### config.mk
export PLATFORM = sky130hd
export DESIGN_NAME = double_ended_bump_allocator_core
export DESIGN_NICKNAME = d
export VERILOG_FILES = /design/src/rtl/dbba_pkg.sv /design/src/rtl/dbba_cell.sv /design/src/rtl/dbba_table.sv /design/src/rtl/double_ended_bump_allocator_core.sv
export SDC_FILE = /design/constraint.sdc
export NUM_CORES = 2
export LEC_CHECK = 0
export ABC_AREA = 1
export BUFFER_PORTS_ARGS = -buffer_cell sky130_fd_sc_hd__buf_2
export CAP_MARGIN = 20
export CELL_PAD_IN_SITES_DETAIL_PLACEMENT = 2
export CELL_PAD_IN_SITES_GLOBAL_PLACEMENT = 2
export CORE_MARGIN = 3
export CORE_UTILIZATION = 44
export DETAILED_ROUTE_END_ITERATION = 8
export PLACE_DENSITY_LB_ADDON = 0.1
export SLEW_MARGIN = 20
export SYNTH_ARGS = -nofsm -noshare
export SYNTH_HDL_FRONTEND = slang
export SYNTH_HIERARCHICAL = 1
export SYNTH_SLANG_ARGS = --single-unit
### constraint.sdc
create_clock -name clock -period 71 [get_ports clock]
set_input_delay 21.3 -clock clock [delete_from_list [all_inputs] [get_ports clock]]
set_output_delay 21.3 -clock clock [all_outputs]
set_load 0.1 [all_outputs]
### src/rtl/dbba_pkg.sv
`timescale 1ns / 1ps
`default_nettype none
// ---------------------------------------------------------------------------
// dbba_pkg
// Shared widths, codes and the table control bundle of the double-ended
// bump allocator.
// ---------------------------------------------------------------------------
package dbba_pkg;

   localparam int unsigned REGION_BYTES = 1048576;
   localparam int unsigned MAX_OBJS     = 64;

   localparam int unsigned ADDR_W = 21;
   localparam int unsigned SUM_W  = ADDR_W + 2;
   localparam int unsigned IDX_W  = $clog2(MAX_OBJS);
   localparam int unsigned CNT_W  = $clog2(MAX_OBJS + 1);
   localparam int unsigned KIND_W = 3;
   localparam int unsigned ERR_W  = 2;

   localparam logic [ADDR_W-1:0] REGION     = ADDR_W'(REGION_BYTES);
   localparam logic [SUM_W-1:0]  REGION_SUM = SUM_W'(REGION_BYTES);

   typedef enum logic [KIND_W-1:0] {
      KIND_BUMP_ALLOC = 3'd0,
      KIND_BUMP_RESET = 3'd1,
      KIND_TEMP_ALLOC = 3'd2,
      KIND_TEMP_FREE  = 3'd3,
      KIND_MOVE       = 3'd4
   } kind_type;

   typedef enum logic [ERR_W-1:0] {
      ERR_OK      = 2'd0,
      ERR_OOM     = 2'd1,
      ERR_FULL    = 2'd2,
      ERR_INVALID = 2'd3
   } err_type;

   typedef enum logic [1:0] {
      ST_IDLE,
      ST_SCAN,
      ST_DONE
   } state_type;

   // control broadcast to every cell of the table chain
   typedef struct packed {
      logic              shift;
      logic              load;
      logic [IDX_W-1:0]  lo;
      logic [IDX_W-1:0]  hi;
      logic [ADDR_W-1:0] value;
   } tbl_ctl_type;

endpackage
`default_nettype wire

### src/rtl/dbba_cell.sv
`timescale 1ns / 1ps
`default_nettype none
// ---------------------------------------------------------------------------
// dbba_cell
// One entry of the object table: shifts toward the head or loads the
// broadcast value when its index falls in the load range.
// ---------------------------------------------------------------------------
module dbba_cell (
   input  logic                           clock,
   input  dbba_pkg::tbl_ctl_type          ctl,
   input  logic [dbba_pkg::IDX_W-1:0]     index,
   input  logic [dbba_pkg::ADDR_W-1:0]    shift_in,
   output logic [dbba_pkg::ADDR_W-1:0]    value
);
   import dbba_pkg::*;

   logic [ADDR_W-1:0] value_ff;
   logic [ADDR_W-1:0] value_in;
   logic              hit;

   assign hit = ctl.load && (index >= ctl.lo) && (index <= ctl.hi);

   always_comb begin
      value_in = value_ff;
      if (hit) begin
         value_in = ctl.value;
      end else if (ctl.shift) begin
         value_in = shift_in;
      end
   end

   always_ff @(posedge clock) begin
      value_ff <= value_in;
   end

   assign value = value_ff;

endmodule
`default_nettype wire

### src/rtl/dbba_table.sv
`timescale 1ns / 1ps
`default_nettype none
// ---------------------------------------------------------------------------
// dbba_table
// Chain of table cells; every shift moves each entry one place toward the
// head, and the head entry is presented for the free scan.
// ---------------------------------------------------------------------------
module dbba_table (
   input  logic                           clock,
   input  dbba_pkg::tbl_ctl_type          ctl,
   output logic [dbba_pkg::ADDR_W-1:0]    head
);
   import dbba_pkg::*;

   logic [ADDR_W-1:0] val [MAX_OBJS];

   for (genvar i = 0; i < MAX_OBJS; i++) begin : g_cell
      logic [ADDR_W-1:0] nxt;
      if (i == MAX_OBJS - 1) begin : g_last
         assign nxt = '0;
      end else begin : g_mid
         assign nxt = val[i+1];
      end
      dbba_cell u_cell (
         .clock    (clock),
         .ctl      (ctl),
         .index    (IDX_W'(i)),
         .shift_in (nxt),
         .value    (val[i])
      );
   end

   assign head = val[0];

endmodule
`default_nettype wire

### src/rtl/double_ended_bump_allocator_core.sv
// Alloc, reset and unknown-kind items go from accept through the done state to the result
// register, as does a free or move whose address lies past the region end or that finds no
// live object; any other free or move first scans the count live temp objects (0..64).
// One item is in work at a time; the next item is accepted the cycle after the result is
// registered, and a result held off by rsp_ready stalls the input.
// Synchronous active-high reset clears levels, count and handshake state; table as is.
`timescale 1ns / 1ps
`default_nettype none
// ---------------------------------------------------------------------------
// double_ended_bump_allocator_core
// Offset allocator with an upward bump area and a downward temporary area
// tracked by a table of live temporary objects.
// ---------------------------------------------------------------------------
module double_ended_bump_allocator_core (
   input  logic                           clock,
   input  logic                           reset,
   input  logic                           req_valid,
   output logic                           req_ready,
   input  logic [dbba_pkg::KIND_W-1:0]    req_kind,
   input  logic [dbba_pkg::ADDR_W-1:0]    req_size,
   input  logic [dbba_pkg::ADDR_W-1:0]    req_mark,
   input  logic [dbba_pkg::ADDR_W-1:0]    req_address,
   input  logic [dbba_pkg::ADDR_W-1:0]    req_copy_offset,
   output logic                           rsp_valid,
   input  logic                           rsp_ready,
   output logic [dbba_pkg::ADDR_W-1:0]    rsp_alloc_address,
   output logic [dbba_pkg::ADDR_W-1:0]    rsp_copy_source,
   output logic [dbba_pkg::ERR_W-1:0]     rsp_error,
   output logic [dbba_pkg::ADDR_W-1:0]    rsp_bump_used,
   output logic [dbba_pkg::ADDR_W-1:0]    rsp_temp_used,
   output logic [dbba_pkg::CNT_W-1:0]     rsp_temp_count,
   output logic                           rsp_temp_empty
);
   import dbba_pkg::*;

   state_type         state_ff, state_in;
   logic [KIND_W-1:0] kind_ff, kind_in;
   logic [ADDR_W-1:0] size_ff, size_in;
   logic [ADDR_W-1:0] mark_ff, mark_in;
   logic [ADDR_W-1:0] addr_ff, addr_in;
   logic [ADDR_W-1:0] coff_ff, coff_in;
   logic [ADDR_W-1:0] dist_ff, dist_in;
   logic [CNT_W-1:0]  rem_ff, rem_in;
   logic [CNT_W-1:0]  len_ff, len_in;
   logic              found_ff, found_in;
   logic [ADDR_W-1:0] best_ff, best_in;
   logic [ADDR_W-1:0] bump_ff, bump_in;
   logic [ADDR_W-1:0] temp_ff, temp_in;
   logic [CNT_W-1:0]  cnt_ff, cnt_in;

   logic              rsp_valid_ff, rsp_valid_in;
   logic [ADDR_W-1:0] rsp_alloc_ff, rsp_alloc_in;
   logic [ADDR_W-1:0] rsp_copy_ff, rsp_copy_in;
   logic [ERR_W-1:0]  rsp_error_ff, rsp_error_in;

   tbl_ctl_type       tbl_ctl;
   logic [ADDR_W-1:0] head;

   logic [CNT_W-1:0]   len_m1;
   logic [CNT_W-1:0]   cnt_m1;
   logic [SUM_W-1:0]   sum_bump;
   logic [SUM_W-1:0]   sum_temp;
   logic [SUM_W-1:0]   sum_move;
   logic [ADDR_W:0]    rounded;
   logic [ADDR_W-1:0]  temp_grown;
   logic               slot_free;
   logic               is_scan_kind;

   dbba_table u_table (
      .clock (clock),
      .ctl   (tbl_ctl),
      .head  (head)
   );

   assign req_ready = (state_ff == ST_IDLE);
   assign slot_free = !rsp_valid_ff || rsp_ready;

   assign len_m1 = len_ff - CNT_W'(1);
   assign cnt_m1 = cnt_ff - CNT_W'(1);

   // size rounded up to a multiple of 8 for the temp area
   assign rounded    = ({1'b0, size_ff} + (ADDR_W+1)'(7)) & ~(ADDR_W+1)'(7);
   assign sum_bump   = SUM_W'(bump_ff) + SUM_W'(temp_ff) + SUM_W'(size_ff);
   assign sum_temp   = SUM_W'(bump_ff) + SUM_W'(temp_ff) + SUM_W'(rounded);
   assign sum_move   = SUM_W'(bump_ff) + SUM_W'(best_ff) + SUM_W'(size_ff);
   assign temp_grown = ADDR_W'(SUM_W'(temp_ff) + SUM_W'(rounded));

   assign is_scan_kind = req_kind inside {KIND_TEMP_FREE, KIND_MOVE};

   always_comb begin
      state_in     = state_ff;
      kind_in      = kind_ff;
      size_in      = size_ff;
      mark_in      = mark_ff;
      addr_in      = addr_ff;
      coff_in      = coff_ff;
      dist_in      = dist_ff;
      rem_in       = rem_ff;
      len_in       = len_ff;
      found_in     = found_ff;
      best_in      = best_ff;
      bump_in      = bump_ff;
      temp_in      = temp_ff;
      cnt_in       = cnt_ff;
      rsp_valid_in = rsp_valid_ff && !rsp_ready;
      rsp_alloc_in = rsp_alloc_ff;
      rsp_copy_in  = rsp_copy_ff;
      rsp_error_in = rsp_error_ff;
      tbl_ctl      = '0;

      case (state_ff)
         ST_IDLE: begin
            if (req_valid) begin
               kind_in  = req_kind;
               size_in  = req_size;
               mark_in  = req_mark;
               addr_in  = req_address;
               coff_in  = req_copy_offset;
               dist_in  = REGION - req_address;
               found_in = 1'b0;
               best_in  = '0;
               len_in   = cnt_ff;
               rem_in   = cnt_ff;
               // an address past the region can match nothing: skip the scan
               if (is_scan_kind && (req_address <= REGION) && (cnt_ff != '0)) begin
                  state_in = ST_SCAN;
               end else begin
                  state_in = ST_DONE;
               end
            end
         end

         ST_SCAN: begin
            // pop the head; kept entries go back at the tail of the live area
            tbl_ctl.shift = 1'b1;
            if (head == dist_ff) begin
               found_in = 1'b1;
               len_in   = len_m1;
            end else begin
               tbl_ctl.load  = 1'b1;
               tbl_ctl.lo    = len_m1[IDX_W-1:0];
               tbl_ctl.hi    = len_m1[IDX_W-1:0];
               tbl_ctl.value = head;
               if (head > best_ff) begin
                  best_in = head;
               end
            end
            rem_in = rem_ff - CNT_W'(1);
            if (rem_ff == CNT_W'(1)) begin
               state_in = ST_DONE;
            end
         end

         ST_DONE: begin
            if (slot_free) begin
               rsp_valid_in = 1'b1;
               rsp_alloc_in = '0;
               rsp_copy_in  = '0;
               rsp_error_in = ERR_OK;
               state_in     = ST_IDLE;
               case (kind_ff)
                  KIND_BUMP_ALLOC: begin
                     if (sum_bump >= REGION_SUM) begin
                        rsp_error_in = ERR_OOM;
                     end else begin
                        rsp_alloc_in = bump_ff;
                        bump_in      = bump_ff + size_ff;
                     end
                  end
                  KIND_BUMP_RESET: begin
                     if (mark_ff > REGION) begin
                        rsp_error_in = ERR_INVALID;
                     end else begin
                        bump_in = mark_ff;
                     end
                  end
                  KIND_TEMP_ALLOC: begin
                     if (sum_temp >= REGION_SUM) begin
                        rsp_error_in = ERR_OOM;
                     end else if (cnt_ff >= CNT_W'(MAX_OBJS)) begin
                        rsp_error_in = ERR_FULL;
                     end else begin
                        temp_in       = temp_grown;
                        cnt_in        = cnt_ff + CNT_W'(1);
                        rsp_alloc_in  = REGION - temp_grown;
                        tbl_ctl.load  = 1'b1;
                        tbl_ctl.lo    = cnt_ff[IDX_W-1:0];
                        tbl_ctl.hi    = cnt_ff[IDX_W-1:0];
                        tbl_ctl.value = temp_grown;
                     end
                  end
                  KIND_TEMP_FREE: begin
                     if (!found_ff) begin
                        rsp_error_in = ERR_INVALID;
                     end else begin
                        temp_in = best_ff;
                        cnt_in  = len_ff;
                     end
                  end
                  KIND_MOVE: begin
                     if (!found_ff) begin
                        rsp_error_in = ERR_INVALID;
                     end else if (sum_move >= REGION_SUM) begin
                        // undo the removal: dropped entries all equal the distance
                        rsp_error_in  = ERR_OOM;
                        tbl_ctl.load  = 1'b1;
                        tbl_ctl.lo    = len_ff[IDX_W-1:0];
                        tbl_ctl.hi    = cnt_m1[IDX_W-1:0];
                        tbl_ctl.value = dist_ff;
                     end else begin
                        temp_in      = best_ff;
                        cnt_in       = len_ff;
                        rsp_alloc_in = bump_ff;
                        bump_in      = bump_ff + size_ff;
                        rsp_copy_in  = addr_ff + coff_ff;
                     end
                  end
                  default: begin
                     rsp_error_in = ERR_INVALID;
                  end
               endcase
            end
         end

         default: begin
            state_in = ST_IDLE;
         end
      endcase
   end

   always_ff @(posedge clock) begin
      if (reset) begin
         state_ff     <= ST_IDLE;
         bump_ff      <= '0;
         temp_ff      <= '0;
         cnt_ff       <= '0;
         rsp_valid_ff <= 1'b0;
      end else begin
         state_ff     <= state_in;
         bump_ff      <= bump_in;
         temp_ff      <= temp_in;
         cnt_ff       <= cnt_in;
         rsp_valid_ff <= rsp_valid_in;
      end
   end

   always_ff @(posedge clock) begin
      kind_ff      <= kind_in;
      size_ff      <= size_in;
      mark_ff      <= mark_in;
      addr_ff      <= addr_in;
      coff_ff      <= coff_in;
      dist_ff      <= dist_in;
      rem_ff       <= rem_in;
      len_ff       <= len_in;
      found_ff     <= found_in;
      best_ff      <= best_in;
      rsp_alloc_ff <= rsp_alloc_in;
      rsp_copy_ff  <= rsp_copy_in;
      rsp_error_ff <= rsp_error_in;
   end

   // levels and count are reported after the item has been applied
   always_ff @(posedge clock) begin
      if (state_ff == ST_DONE && slot_free) begin
         rsp_bump_used  <= bump_in;
         rsp_temp_used  <= temp_in;
         rsp_temp_count <= cnt_in;
         rsp_temp_empty <= (temp_in == '0);
      end
   end

   assign rsp_valid         = rsp_valid_ff;
   assign rsp_alloc_address = rsp_alloc_ff;
   assign rsp_copy_source   = rsp_copy_ff;
   assign rsp_error         = rsp_error_ff;

`ifndef SYNTHESIS
   a_scan_rem: assert property (@(posedge clock) disable iff (reset)
      state_ff == ST_SCAN |-> rem_ff != '0 && rem_ff <= len_ff)
      else $error("scan running with no entries left");

   a_len_le_cnt: assert property (@(posedge clock) disable iff (reset)
      state_ff == ST_SCAN |-> len_ff <= cnt_ff)
      else $error("kept length exceeds object count");

   a_cnt_max: assert property (@(posedge clock) disable iff (reset)
      cnt_ff <= CNT_W'(MAX_OBJS))
      else $error("object count beyond table depth");

   a_accept_busy: assert property (@(posedge clock) disable iff (reset)
      req_valid && req_ready |=> state_ff != ST_IDLE)
      else $error("accepted item did not start work");
`endif

endmodule
`default_nettype wire
# --- Word level (Yosys, flattened, before mapping) ---
# Index checks and enable logic that the tools add are counted.
op_classes:
  add_sub_neg: 15
  n_lt_le_gt_ge: 135
  eq_ne: 16
  mux: 192
  bitwise: 2
  reduce_logical: 212
ops:
  columns: ["cell", "n"]
  rows:
  - ["21-bit two-way mux", 149]
  - ["34-bit two-way mux", 6]
  - ["6-bit greater-or-equal comparator (first input constant)", 32]
  - ["6-bit less-or-equal comparator (first input constant)", 32]
  - ["21-bit case mux with 3 select lines", 3]
  - ["34-bit case mux with 2 select lines", 2]
  - ["1-bit logical AND", 132]
  - ["2-bit nonzero test", 66]
  - ["5-bit by 6-bit greater-or-equal comparator with 1-bit output (first input constant)", 16]
  - ["5-bit by 6-bit less-or-equal comparator with 1-bit output (first input constant)", 16]
  - ["23-bit by 21-bit greater-or-equal comparator with 1-bit output (second input constant)", 3]
  - ["21-bit adder", 3]
  - ["7-bit two-way mux", 9]
  - ["4-bit by 6-bit greater-or-equal comparator with 1-bit output (first input constant)", 8]
  - ["4-bit by 6-bit less-or-equal comparator with 1-bit output (first input constant)", 8]
  - ["21-bit by 21-bit adder with 22-bit output", 2]
  - ["21-bit case mux with 2 select lines", 1]
  - ["21-bit subtractor (first input constant)", 2]
  - ["7-bit case mux with 2 select lines", 2]
  - ["3-bit by 6-bit greater-or-equal comparator with 1-bit output (first input constant)", 4]
  - ["3-bit by 6-bit less-or-equal comparator with 1-bit output (first input constant)", 4]
  - ["22-bit by 21-bit adder with 23-bit output", 1]
  - ["22-bit by 22-bit adder with 23-bit output", 1]
  - ["23-bit by 21-bit adder with 23-bit output", 1]
  - ["37 further kinds", 69]
word_totals:
  regBits: 1634
  inputBits: 91
  output_inout_bits: 96
  elab_cells: 658

# --- Logic depth before layout (Yosys ltp) ---
logic_depth:
  ltp_word: 12
  depth_mapped: 42
  depth_no_buf: 39

# --- Modules after synthesis ---
# The synthesis kept the hierarchy.
modules_own_cells:
  columns: ["module", "instances", "cells_per_inst", "area_per_inst_um2", "seq_area_each_um2"]
  rows:
  - ["dbba_cell", 64, 153, 1335.0, 630.6]
  - ["double_ended_bump_allocator_core", 1, 2583, 21040.2, 8157.8]
  - ["dbba_table", 1, 2, 7.5, 0.0]

# --- Least setup slack after synthesis ---
# Ideal clock, no wire load.
synth_path:
  path_type: "input -> register"
  startpoint: "input port rsp_ready"
  endpoint: "register u_table.g_cell[0].u_cell.value_ff[0] (enable)"
  setup_ps: 378
  t_arrival_ps: 41770
  t_required_ps: 70622
  slack_ps: 28852
  path_stages: 9
  path_buffers: 1
  cell_sequence: "nor2_1 nor2_1 inv_1 a21oi_1 o21ai_0 a21oi_1 nand3_4 buf_6 nand2_1"
synth_rtl:
  columns: ["item", "line_no", "text"]
  rows:
  - ["start, declared", "double_ended_bump_allocator_core.sv:25", "input logic rsp_ready,"]
  - ["end signal, assigned", "dbba_cell.sv:33", "value_ff <= value_in;"]
  - ["end, declared", "dbba_cell.sv:17", "logic [ADDR_W-1:0] value_ff;"]

==> impl_metrics.csv <==
group,metric,value,unit
logic_synthesis,synth_most_common_cell,"nand2_1",
floorplan,dieArea,248000,um^2
critical_path,path_cells,"buf_2, nor2_1, nor2_4, buf_4, inv_1, a21oi_2, buf_4, o21ai_0, a21oi_4, buf_12, buf_4, buf_4, buf_4, nand3_4, nand2_1",
timing,min_period,27.13,ns
timing,fmax,0.03686,GHz
critical_path,cp.buffers_inverters,8,
detailed_routing,drt_iter0_markers,7982,
logic_synthesis,synth_top_area_cell,"edfxtp_1",
logic_synthesis,synthesis.area,106500,um^2
floorplan,die_h,498.0,um
grt,antenna_found_initial,8,
placement,place_hpwl,282.1,mm
critical_path,arrival,27.61,ns
clock_tree,hold_buffers,0,
logic_synthesis,ys_warn_count,6,
detailed_routing,first_pass_iters,6,
critical_path,worstSetupPathType,"input port to flop",
detailed_routing,wl_per_cell,26.92,um
timing,worstMarginPinSlew,1.313,ns
timing,hold_viol_final,0,
clock_tree,clock-sinks,1633,
critical_path,critPathCaptureType,"flop",
logic_synthesis,async_flop_share,0,%
placement,port_buffers,186,
logic_synthesis,yosysUniqueCellTypes,62,
critical_path,startpoint_type,"input port",
run,maxCapViolations,0,
grt,gr-total-overflow,0,
timing,drv_slew,0,
floorplan,core_area,239200,um^2
detailed_routing,vias,94890,
floorplan,start_util,44.52,%
timing,tns,0,ns
floorplan,fp.dieW,498.0,um
status,status,"finished clean",
clock_tree,clk_pin_slew,0.06,ns
grt,grt_usage,34.75,%
logic_synthesis,synth_area_leaders,"edfxtp_1, nand2_1, ha_1",
timing,slew_headroom,12.46,%
logic_synthesis,yosys-top-cells-count,"nand2_1, inv_1, edfxtp_1",
logic_synthesis,synth_edf_count,1581,
critical_path,cp_max_fo,196,
clock_tree,cts_max_level,4,
logic_synthesis,ys_seq_elements,1633,
critical_path,required,71.48,ns
worst_hold_path,hp-class,"flop to flop",
clock_tree,root_buffer,"clkbuf_16",
logic_synthesis,ys.flop_type,"edfxtp_1",
grt,grt_max_degree,216,
clock_tree,post_cts_buffers,0,
clock_tree,tritoncts,"done",
timing,post-route-period-util,38.21,%
grt,grt_pass1_vias,104200,
timing,final-setup-viol-count,0,
critical_path,crit_top_cell,"buf_4",
clock_tree,cts_resized,0,
detailed_routing,drc,0,
power_and_ir_drop,power,2.566,mW
clock_tree,clockBufferDepth,3,
layout,drive_above_1_share,7.129,%
logic_synthesis,yosysSeqAreaShare,45.56,%
layout,nNetsFinal,14060,
logic_synthesis,synth_top_area_share,44.58,%
layout,area_delta_synth_final,10.64,%
detailed_routing,drtAntennaViolNets,0,
logic_synthesis,syn_area_per_cell,8.604,um^2
placement,place.gp.congestion,0.9142,
floorplan,rows,179,
critical_path,cpPeakStageDelay,0.85,ns
power_and_ir_drop,ir_drop,0.02607,mV
grt,grt_first_pass_wirelength,660.5,mm
timing,fin_skew,0.05732,ns
power_and_ir_drop,leakagePower,51.90,nW
clock_tree,clkLatencyLatePin,0.87,ns
power_and_ir_drop,p_per_area,21.78,nW/um^2
floorplan,boundaryPins,187,
detailed_routing,wl,439.7,mm
logic_synthesis,synthCells,12380,
clock_tree,cts_made_buffers,185,
timing,grt_setup_unrepaired,"no",
critical_path,crit_family,"buffers and inverters",
detailed_routing,viasPerCell,5.811,
critical_path,crit_path_top_delay_cell,"buf_4",
cells in the final DEF, fill, tap and decap left out, drive strengths merged, types with 2 or more instances in the layout:
master and instances:
nand2 4661, a221oi 16, a22oi 7, nor3b 2
ha 938, nand3 298, clkbuf 233, a21boi 5
nor4 11, inv 1687, o31ai 4, o211ai 18
nand4 1409, clkinv 80, a21oi 363, o21ai 140
xnor2 45, dfxtp 52, o221ai 3, nor3 28
or2 20, a31oi 9, and3 2, a211oi 2
nand3b 4, nor2 343, buf 285, o21a 6
xor2 74, edfxtp 1581, fa 28, and2 3
clkinvlp 6, o2111ai 4, diode 6, conb 725
o22ai 21, bufinv 23, o21bai 7, a21o 12
where the power goes:
| group | switching [mW] | leakage [nW] | total (mW) | internal, mW |
|---|---|---|---|---|
| Sequential | 0.0282 | 14.8 | 1.11 | 1.09 |
| Clock | 0.441 | 3.01 | 1.02 | 0.577 |
| Combinational | 0.332 | 34.1 | 0.435 | 0.102 |
worst paths after layout:
check	start	to	slack [ns]	depth (start not counted)
setup / recovery	rsp_ready	u_table/g_cell[55].u_cell/value[14]$_DFFE_PP_	43.87	15
setup reg to reg	temp_ff[0]$_SDFF_PP0_	u_table/g_cell[55].u_cell/value[14]$_DFFE_PP_	59.60	29
hold reg to reg	u_table/g_cell[16].u_cell/value[10]$_DFFE_PP_	u_table/g_cell[15].u_cell/value[10]$_DFFE_PP_	0.50	2
hold / removal	u_table/g_cell[16].u_cell/value[10]$_DFFE_PP_	u_table/g_cell[15].u_cell/value[10]$_DFFE_PP_	0.50	2
worst register-to-register path: cells and delay by family (launching register included):
family | cells | cell delay (ns)
AOI/OAI and AO/OA | 9 | 2.08
DFF | 1 | 0.54
adders and majority gates | 3 | 1.12
xor gates and xnor gates | 1 | 0.38
buffers and inverters | 7 | 4.23
and+or+nand+nor | 9 | 2.69
registers in the layout, summed over array words and instances (netlist names):
| signal | cells |
|---|---|
| rsp_bump_used | 21 |
| rsp_temp_count | 7 |
| rsp_valid | 1 |
| cnt_ff | 7 |
| size_ff | 21 |
| state_ff | 2 |
| kind_ff | 3 |
| found_ff | 1 |
| bump_ff | 21 |
| rsp_copy_source | 21 |
| len_ff | 7 |
| rsp_temp_used | 21 |
| best_ff | 21 |
| mark_ff | 21 |
| coff_ff | 21 |
| u_table/g_cell.u_cell/value | 1344 |
| rsp_error | 2 |
| rsp_alloc_address | 21 |
| temp_ff | 21 |
| rem_ff | 7 |
| rsp_temp_empty | 1 |
| addr_ff | 21 |
| dist_ff | 20 |
logic make-up after synthesis:
group | synth area share (%)
flip-flops | 45.56
other | 0.007052
buffers and inverters | 9.536
adder cells (fa/ha/maj) | 11.55
XOR/XNOR | 0.9858
AO/OA/AOI/OAI | 3.235
AND/OR/NAND/NOR | 29.13
layer usage:
layer / wire length, um / up-vias / GRT usage [%]
met3: 25980 / 998 / 4.834
met2: 220400 / 3350 / 61.73
li1: - / 42210 / -
met5: 29 / - / 0
met1: 171400 / 48330 / 41.69
met4: 21850 / 4 / 15.64
layout make-up:
class	instances	area, um^2
fill	26320	121400
multi-input combinational	9211	50960
sequential	1633	48520
inverter	1682	6320
clock buffer	233	4913
tap	3167	3963
timing repair buffer	285	1818
clock inverter	114	1318
antenna	6	15.01
through the flow:
step                setup slack, ns  hold WS, ns  utilization [%]  std cells  area [um^2]
floorplan                     28.85       0.4618                -      13100       109200
global placement              43.78       0.4915            46.63      15980       111500
detailed placement            43.39       0.5035            46.63      15980       111500
CTS                           44.22       0.4996            49.23      16320       117800
global route                  43.61       0.5344            49.25      16330       117800
finish                        43.87       0.4974            49.26      16330       117800
(Power assumes the default switching activity.)
